### config.mk
export PLATFORM = sky130hd
export DESIGN_NAME = matrix_keypad_scanner
export DESIGN_NICKNAME = d
export VERILOG_FILES = /design/src/design/mks_pkg.sv /design/src/design/matrix_keypad_scanner.sv /design/src/design/mks_regs.sv /design/src/design/mks_scan.sv
export SDC_FILE = /design/constraint.sdc
export NUM_CORES = 1
export LEC_CHECK = 0
export BUFFER_PORTS_ARGS = -buffer_cell sky130_fd_sc_hd__buf_4
export CAP_MARGIN = 20
export CORE_MARGIN = 2
export CORE_UTILIZATION = 50
export DETAILED_ROUTE_END_ITERATION = 7
export PLACE_DENSITY = 0.73
export SLEW_MARGIN = 0
export SYNTH_ARGS = -nofsm -noshare
export SYNTH_HDL_FRONTEND = slang
export SYNTH_SLANG_ARGS = --single-unit
### constraint.sdc
create_clock -name clock -period 4.1 [get_ports clock]
set_input_delay 1.025 -clock clock [delete_from_list [all_inputs] [get_ports clock]]
set_output_delay 1.025 -clock clock [all_outputs]
set_load 0.01 [all_outputs]
### src/design/mks_pkg.sv
package mks_pkg;

   localparam int ROWS_DEFAULT = 4;
   localparam int COLS_DEFAULT = 4;

   localparam int ADDR_W = 5;
   localparam int DATA_W = 64;
   localparam int REG_SEL_LSB = 3;

   localparam int REQ_DATA_W = 8;
   localparam int RSP_DATA_W = 16;

   localparam logic [1:0] REG_DEBOUNCE    = 2'd0;
   localparam logic [1:0] REG_KEYMAP_LOW  = 2'd1;
   localparam logic [1:0] REG_KEYMAP_HIGH = 2'd2;

   localparam logic [15:0] DEBOUNCE_RESET    = 16'd20;
   localparam logic [63:0] KEYMAP_LOW_RESET  = 64'h0706_0504_0302_0100;
   localparam logic [63:0] KEYMAP_HIGH_RESET = 64'h0F0E_0D0C_0B0A_0908;

   localparam logic [1:0] PH_SCAN     = 2'd0;
   localparam logic [1:0] PH_DEBOUNCE = 2'd1;
   localparam logic [1:0] PH_RELEASE  = 2'd2;

   typedef struct packed {
      logic [15:0] debounce_ticks;
      logic [63:0] keymap_low;
      logic [63:0] keymap_high;
   } cfg_type;

   typedef struct packed {
      logic [1:0] scan_phase;
      logic [7:0] key_code;
      logic       key_valid;
      logic [3:0] row_drive;
   } result_type;

endpackage

### src/design/matrix_keypad_scanner.sv
// matrix keypad scanner, debounced
// req channel: one item per scan tick, req_tdata[3:0] holds the active-low
// column levels sampled while the previously reported row is driven low.
// rsp channel: one item per req item, carrying the row pins to drive next,
// a key release flag with its mapped code, and the scan phase.
// csr port: debounce_ticks at 0x00, keymap_low at 0x08, keymap_high at 0x10,
// 64-bit data, pready tied high, reads return the register value.
// an accepted item is loaded into the input register, and its result is
// registered into the output register when the item advances.
// throughput: one item per cycle while the output side is not stalled; the
// scan state update is a single pass of logic between the input register and the output register.
// reset clears the scan state to row 0 scanning, empties both registers and
// restores the register defaults.
// when rsp_tready is low the output register holds its item, the input
// register still takes one more item, then req_tready drops until the
// output side moves again.
module matrix_keypad_scanner #(
   parameter int ROWS = mks_pkg::ROWS_DEFAULT,
   parameter int COLS = mks_pkg::COLS_DEFAULT
) (
   input  logic                             clock,
   input  logic                             reset,
   input  logic                             req_tvalid,
   output logic                             req_tready,
   input  logic [mks_pkg::REQ_DATA_W-1:0]   req_tdata,   // col_levels[3:0], zero fill
   output logic                             rsp_tvalid,
   input  logic                             rsp_tready,
   output logic [mks_pkg::RSP_DATA_W-1:0]   rsp_tdata,   // row_drive[3:0], key_valid[4],
                                                         // key_code[12:5], scan_phase[14:13]
   input  logic                             csr_psel,
   input  logic                             csr_penable,
   input  logic                             csr_pwrite,
   input  logic [mks_pkg::ADDR_W-1:0]       csr_paddr,
   input  logic [mks_pkg::DATA_W-1:0]       csr_pwdata,
   output logic [mks_pkg::DATA_W-1:0]       csr_prdata,
   output logic                             csr_pready
);
   import mks_pkg::*;

   cfg_type    cfg;
   result_type result;

   logic       in_valid_ff, in_valid_in;
   logic [3:0] in_cols_ff;
   logic       out_valid_ff, out_valid_in;
   result_type out_data_ff;
   logic       advance;
   logic       req_take;

   mks_regs u_regs (
      .clock       (clock),
      .reset       (reset),
      .csr_psel    (csr_psel),
      .csr_penable (csr_penable),
      .csr_pwrite  (csr_pwrite),
      .csr_paddr   (csr_paddr),
      .csr_pwdata  (csr_pwdata),
      .csr_prdata  (csr_prdata),
      .csr_pready  (csr_pready),
      .cfg         (cfg)
   );

   mks_scan #(
      .ROWS (ROWS),
      .COLS (COLS)
   ) u_scan (
      .clock      (clock),
      .reset      (reset),
      .step       (advance),
      .col_levels (in_cols_ff),
      .cfg        (cfg),
      .result     (result)
   );

   assign advance      = in_valid_ff & (~out_valid_ff | rsp_tready);
   assign req_tready   = ~in_valid_ff | advance;
   assign req_take     = req_tvalid & req_tready;
   assign in_valid_in  = req_take | (in_valid_ff & ~advance);
   assign out_valid_in = advance | (out_valid_ff & ~rsp_tready);

   always_ff @(posedge clock) begin
      if (reset) begin
         in_valid_ff  <= 1'b0;
         out_valid_ff <= 1'b0;
      end else begin
         in_valid_ff  <= in_valid_in;
         out_valid_ff <= out_valid_in;
      end
   end

   always_ff @(posedge clock) begin
      if (req_take) begin
         in_cols_ff <= req_tdata[3:0];
      end
      if (advance) begin
         out_data_ff <= result;
      end
   end

   assign rsp_tvalid = out_valid_ff;
   assign rsp_tdata  = {1'b0, out_data_ff};

endmodule

### src/design/mks_regs.sv
module mks_regs (
   input  logic                         clock,
   input  logic                         reset,
   input  logic                         csr_psel,
   input  logic                         csr_penable,
   input  logic                         csr_pwrite,
   input  logic [mks_pkg::ADDR_W-1:0]   csr_paddr,
   input  logic [mks_pkg::DATA_W-1:0]   csr_pwdata,
   output logic [mks_pkg::DATA_W-1:0]   csr_prdata,
   output logic                         csr_pready,
   output mks_pkg::cfg_type             cfg
);
   import mks_pkg::*;

   cfg_type    cfg_ff;
   cfg_type    cfg_in;
   logic       wr_en;
   logic [1:0] reg_sel;

   assign csr_pready = 1'b1;
   assign reg_sel    = csr_paddr[ADDR_W-1:REG_SEL_LSB];
   assign wr_en      = csr_psel & csr_penable & csr_pwrite & csr_pready;

   always_comb begin
      cfg_in = cfg_ff;
      if (wr_en) begin
         case (reg_sel)
            REG_DEBOUNCE:    cfg_in.debounce_ticks = csr_pwdata[15:0];
            REG_KEYMAP_LOW:  cfg_in.keymap_low     = csr_pwdata;
            REG_KEYMAP_HIGH: cfg_in.keymap_high    = csr_pwdata;
            default:         cfg_in = cfg_ff;
         endcase
      end
   end

   always_comb begin
      case (reg_sel)
         REG_DEBOUNCE:    csr_prdata = {48'd0, cfg_ff.debounce_ticks};
         REG_KEYMAP_LOW:  csr_prdata = cfg_ff.keymap_low;
         REG_KEYMAP_HIGH: csr_prdata = cfg_ff.keymap_high;
         default:         csr_prdata = '0;
      endcase
   end

   always_ff @(posedge clock) begin
      if (reset) begin
         cfg_ff.debounce_ticks <= DEBOUNCE_RESET;
         cfg_ff.keymap_low     <= KEYMAP_LOW_RESET;
         cfg_ff.keymap_high    <= KEYMAP_HIGH_RESET;
      end else begin
         cfg_ff <= cfg_in;
      end
   end

   assign cfg = cfg_ff;

endmodule

### src/design/mks_scan.sv
module mks_scan #(
   parameter int ROWS = mks_pkg::ROWS_DEFAULT,
   parameter int COLS = mks_pkg::COLS_DEFAULT
) (
   input  logic                clock,
   input  logic                reset,
   input  logic                step,
   input  logic [3:0]          col_levels,
   input  mks_pkg::cfg_type    cfg,
   output mks_pkg::result_type result
);
   import mks_pkg::*;

   localparam int ROW_W  = (ROWS > 1) ? $clog2(ROWS) : 1;
   localparam int N_CHK  = (COLS < 4) ? COLS : 4;
   localparam int KEY_W  = 7;

   logic [1:0]       phase_ff, phase_in;
   logic [ROW_W-1:0] row_ff, row_in;
   logic [1:0]       hit_ff, hit_in;
   logic [15:0]      count_ff, count_in;
   logic [15:0]      count_inc;
   logic             found;
   logic [1:0]       found_col;
   logic [KEY_W-1:0] key_num;
   logic [127:0]     keymap_all;
   logic             key_valid;
   logic [7:0]       key_code;

   // first low column, lowest index wins
   always_comb begin
      found     = 1'b0;
      found_col = 2'd0;
      for (int c = N_CHK - 1; c >= 0; c--) begin
         if (!col_levels[c]) begin
            found     = 1'b1;
            found_col = 2'(c);
         end
      end
   end

   assign count_inc  = count_ff + 16'd1;
   assign keymap_all = {cfg.keymap_high, cfg.keymap_low};
   assign key_num    = KEY_W'(row_ff) * KEY_W'(COLS) + KEY_W'(hit_ff);

   always_comb begin
      phase_in  = phase_ff;
      row_in    = row_ff;
      hit_in    = hit_ff;
      count_in  = count_ff;
      key_valid = 1'b0;
      key_code  = 8'd0;
      case (phase_ff)
         PH_DEBOUNCE: begin
            count_in = count_inc;
            if (count_inc >= cfg.debounce_ticks) begin
               phase_in = PH_RELEASE;
            end
         end
         PH_RELEASE: begin
            if (col_levels[hit_ff]) begin
               key_valid = 1'b1;
               key_code  = keymap_all[{key_num[3:0], 3'd0} +: 8];
               phase_in  = PH_SCAN;
               row_in    = '0;
            end
         end
         default: begin
            if (found) begin
               hit_in   = found_col;
               count_in = 16'd0;
               phase_in = (cfg.debounce_ticks == 16'd0) ? PH_RELEASE : PH_DEBOUNCE;
            end else begin
               phase_in = PH_SCAN;
               row_in   = (32'(row_ff) + 32'd1 >= 32'(ROWS)) ? '0 : row_ff + ROW_W'(1);
            end
         end
      endcase
   end

   always_comb begin
      for (int i = 0; i < 4; i++) begin
         result.row_drive[i] = !(32'(row_in) == i);
      end
      result.key_valid  = key_valid;
      result.key_code   = key_code;
      result.scan_phase = phase_in;
   end

   always_ff @(posedge clock) begin
      if (reset) begin
         phase_ff <= PH_SCAN;
         row_ff   <= '0;
         hit_ff   <= 2'd0;
         count_ff <= 16'd0;
      end else if (step) begin
         phase_ff <= phase_in;
         row_ff   <= row_in;
         hit_ff   <= hit_in;
         count_ff <= count_in;
      end
   end

endmodule

== Word level (Yosys, flattened, before mapping) ==
Cells that the tools add are included.

* Output and inout bits: 83
* Logic and storage cells: 83
* Register bits: 187

* Equality and inequality tests: 7
* Bitwise logic cells: 16
* Shifts and indexed selects: 1
* Multiplexer cells: 23
* $lt $le $gt $ge: 3
* Add/subtract/negate cells: 4
* Reduce and logical (&&, ||, !) cells: 15

{| class="wikitable"
|+ Operator list
! kind !! count
|-
| 64-bit one-hot mux with 3 select lines || 1
|-
| 128-bit by 8-bit variable part select with 8-bit output || 1
|-
| 32-bit by 3-bit greater-or-equal comparator with 1-bit output (second input constant) || 1
|-
| 16-bit one-hot mux with 2 select lines || 1
|-
| 2-bit two-way mux || 11
|-
| 16-bit by 1-bit adder with 16-bit output (second input constant) || 1
|-
| 16-bit greater-or-equal comparator || 1
|-
| 16-bit zero test || 1
|-
| 16-bit two-way mux || 1
|-
| 2-bit equality test (second input constant) || 4
|-
| 2-bit one-hot mux with 2 select lines || 2
|-
| 2-bit AND reduction || 4
|-
| 1-bit AND || 6
|-
| 2-bit by 1-bit equality test with 1-bit output (second input constant) || 3
|-
| 1-bit two-way mux || 6
|-
| 1-bit inverter || 6
|-
| 3-bit AND reduction || 2
|-
| 4-bit by 2-bit adder with 4-bit output || 1
|-
| 1-bit zero test || 4
|-
| 2-bit zero test || 2
|-
| 1-bit OR || 4
|-
| 2-bit by 1-bit adder with 3-bit output (second input constant) || 1
|-
| 2-bit by 3-bit < comparator with 1-bit output (second input constant) || 1
|-
| 2-bit by 1-bit adder with 2-bit output (second input constant) || 1
|-
| other kinds (3) || 3
|}

== Depth between registers and ports, before layout ==
* Word-level depth: 8
* Depth in mapped cells: 13

== By module ==
A second synthesis with hierarchy kept.

* Cell total of the unflattened synthesis: 993
* Area total of the unflattened synthesis: 10163.5 um^2

{| class="wikitable"
|+ Modules (own cells, without submodules)
! module !! times used !! cells each !! area each (um^2)
|-
| mks_regs || 1 || 669 || 6672.6
|-
| mks_scan || 1 || 293 || 2805.2
|-
| matrix_keypad_scanner || 1 || 31 || 685.7
|}

== Worst setup path after synthesis ==
Ideal clock, no wire load.

* Path type: input to output
* From: in csr_paddr[3] in the netlist's numbering
* To: out csr_prdata[10] in the netlist's numbering
* Slack: 0.949 ns
* Path buffers: 2
* Stages on the path: 4
* Arrival: 2.126 ns
* Path through: buf_2 buf_1 mux2i_1 o21ai_0

* Longest elaborated chain between the ends: 2
* Elaborated cells on any way between the ends: 4
* Classes of those cells: eq/ne (2); mux (1); reduce/logical (1)

{| class="wikitable"
|+ RTL lines
! what !! line !! source
|-
| start: declaration || matrix_keypad_scanner.sv:33 || <nowiki>input logic [mks_pkg::ADDR_W-1:0] csr_paddr,</nowiki>
|-
| 2-bit equality test, or another cell as far along || mks_regs.sv:37 || <nowiki>case (reg_sel)</nowiki>
|-
| 64-bit one-hot mux with 3 select lines (*) || mks_regs.sv:37 ||
|-
| end: declaration || matrix_keypad_scanner.sv:35 || <nowiki>output logic [mks_pkg::DATA_W-1:0] csr_prdata,</nowiki>
|}

Mark *: on every way between the ends. The rest lies on a longest branch, timed or not.

==> metrics.cfg <==
[outcome]
run_status = complete, no violations

[floorplanning]
std_cell_rows = 49
die_area_um2 = 19700
die_h_um = 141
start_util_pct = 51.4
core_um2 = 18100
pin_count = 167
die_x_um = 141

[synthesis]
synthArstFlopShare_pct = 0
ys_seq_area_share_pct = 42.2
synth_fp_nets = 1178
syn_inst = 1074
synth_edf_count = 19
synth.distinct_cells = 55
synth_area_um2 = 9320
synth-seq-cells = 187
synth.avg_cell_area_um2 = 8.68
synth_top_area_share_pct = 36.1
ys_top_cells_by_count = nand2_1, dfxtp_1, a21oi_1, clkbuf_1, a22o_1
synth_area_leaders = dfxtp_1, nand2_1, mux4_2, a21oi_1, edfxtp_1
yosysWarnings = 0
yosysTopAreaCell = dfxtp_1
yosysMostFrequentCell = nand2_1
yosys_most_used_dff = dfxtp_1

[route]
dr_wl_met2_mm = 12.1
viasPerCell = 5.82
vias = 8311
postRouteAntennaNets = 0
wl_per_cell_um = 18.0
top_layer = met4
drtIter0Drc = 876
drc_errors = 0
wl_mm = 25.7
dr_wl_met3_mm = 1.72
dr.pass1.iters = 7
wl_met1_mm = 11.2

[clock_tree]
clk_pin_slew_ns = 0.07
cts_tree = yes
insertion_delay_ns = 0.43
hold_buffers = 0
h-tree-depth = 4
root_buffer = clkbuf_16
cts-resized-gates = 0
cts.sinks = 187
clock_path_buffers = 2
cts_made_buffers = 17
cts_setup_buffers = 0

[global_route]
grt_pass1_vias = 7658
grt_max_degree = 95
grt_util_all_layers_pct = 25.7
grt_first_pass_wirelength_mm = 40.1
overflow = 0
antenna_found_initial = 0

[worst_setup_path]
reg2reg_slack_ns = 0.63
path_class = reg -> reg
crit_end = rsp_tdata[13]
startpoint_type = flop
crit_fanout = 6
timing.rr.end = rsp_tdata[13]
rr_worst_depth = 11
cp.arrival_ns = 3.65
cp-end-kind = flop
crit_required_ns = 4.28
r2r-start = u_scan.count_ff[0]
startpoint = u_scan.count_ff[0]

[power_and_ir_drop]
power_density_nw_per_um2 = 353
vdd.ir_drop.worst_mv = 0.298
p_leak_nw = 4.41

[timing]
finalHoldViolations = 0
timing.fmax_mhz = 288
drv_slew = 0
rsz0062_at_grt = false
setup_viol = 0
max_slew.worst_pin.slew_ns = 0.985
slew-limit-headroom_pct = 33.8
period_minus_slack_ns = 3.47
clock-skew-final_ns = 0.00564
finalSetupTns_ns = 0
period_share_pct = 84.6

[layout]
area_delta_synth_final_pct = 20.7
final_layout_size_suffix_gt1_share_pct = 21.2
final_util_pct = 62.0
antenna_cells = 0
fin_nets = 1291

[placed_design]
gp_congestion = 0.820
port_buffers = 157
dp_hpwl_mm = 17.4

[worst_hold_path]
hold_path_depth = 2
hp-class = reg -> reg

[flow_run]
maxCapViolCount = 0

## sequential cells by signal (all words and copies together) (netlist names)
name	count
in_cols_ff	4
in_valid_ff	1
rsp_tdata	15
rsp_tvalid	1
u_regs.cfg	144
u_scan.count_ff	16
u_scan.hit_ff	2
u_scan.phase_ff	2
u_scan.row_ff	2
## how the worst min path moves through the flow
| stage | slack, ns | start | endpoint |
|---|---|---|---|
| 4_1_cts | 0.47 | u_regs.cfg[97] | u_regs.cfg[97] |
| 5_1_grt | 0.49 | u_regs.cfg[37] | u_regs.cfg[37] |
| 6_report | 0.47 | u_regs.cfg[100] | u_regs.cfg[100] |
| 3_5_place_dp | 0.46 | u_regs.cfg[97] | u_regs.cfg[97] |
| 3_3_place_gp | 0.45 | u_regs.cfg[107] | u_regs.cfg[107] |
| 2_1_floorplan | 0.45 | u_regs.cfg[100] | u_regs.cfg[100] |
## layout by cell type (no fill, tap or decap), types with 3 or more instances in the layout
master / synthesis / layout
a211o_1: 3 / 3
a21o_1: 4 / 4
a21oi_1: 136 / 136
a22o_1: 48 / 48
and3_1: 8 / 8
buf_12: 0 / 4
buf_4: 3 / 169
clkbuf_16: 0 / 17
clkbuf_8: 1 / 4
dfxtp_1: 168 / 167
edfxtp_1: 19 / 19
ha_1: 20 / 20
inv_1: 23 / 23
mux2i_1: 16 / 16
mux4_1: 8 / 8
mux4_2: 33 / 33
nand2_1: 326 / 326
nand3_1: 9 / 9
nand3b_1: 34 / 34
nand4_1: 6 / 6
nor2_1: 23 / 23
nor2b_1: 12 / 10
nor3_1: 5 / 4
nor4_1: 6 / 6
o21ai_0: 31 / 31
or3_1: 8 / 8
xnor2_1: 7 / 7
xor2_1: 7 / 7
## kinds of logic after synthesis
kind of cell,synth area share [%]
muxes,11.9
xor gates and xnor gates,1.32
other,0.0806
and+or+nand+nor,21.1
AOI/OAI and AO/OA,16.0
adders and majority gates,2.69
DFF,42.2
buffers and inverters,4.58
## stage by stage
stage          cells  cell area, um2  total power [mW]  hold slack (ns)  setup WS, ns
4_1_cts         1429           11300              3.98            0.468         0.660
5_1_grt         1429           11300              4.09            0.487         0.306
2_1_floorplan   1074            9320              2.15            0.446         0.949
3_5_place_dp    1397           10700              2.33            0.458         0.678
6_report        1429           11300              3.97            0.465         0.631
3_3_place_gp    1397           10700              2.32            0.455         0.721
## critical path: stages, from the launching register on
cell and delay (ns):
dfxtp_1 0.42, ha_1 0.25, and3_1 0.28, nand3_2 0.17, nor2b_1 0.37, nand2_1 0.14
xnor2_1 0.16, ha_1 0.28, nand4_1 0.10, o41ai_1 0.73, a211o_1 0.26, nand2_1 0.06
## layer usage
layer / vias up / GRT usage (%)
met5: - / 0
met4: 0 / 9.26
met3: 40 / 4.96
met2: 306 / 40.4
met1: 3986 / 35.6
li1: 3979 / -
## where the power goes
| part | switching (mW) | total, mW | internal (mW) |
|---|---|---|---|
| clock network | 0.715 | 1.68 | 0.966 |
| registers | 0.0329 | 1.91 | 1.88 |
| logic | 0.203 | 0.378 | 0.175 |
## area by class of cell
cell class | count | area [um2]
inverters | 25 | 93.8
clock buffers | 23 | 488
repair buffers | 173 | 1350
well taps | 229 | 287
multi-input cells | 783 | 4990
fillers | 1574 | 6900
flip-flops and latches | 187 | 3940
clock inverters | 9 | 110
No activity file was read; power rests on OpenSTA's default activity.
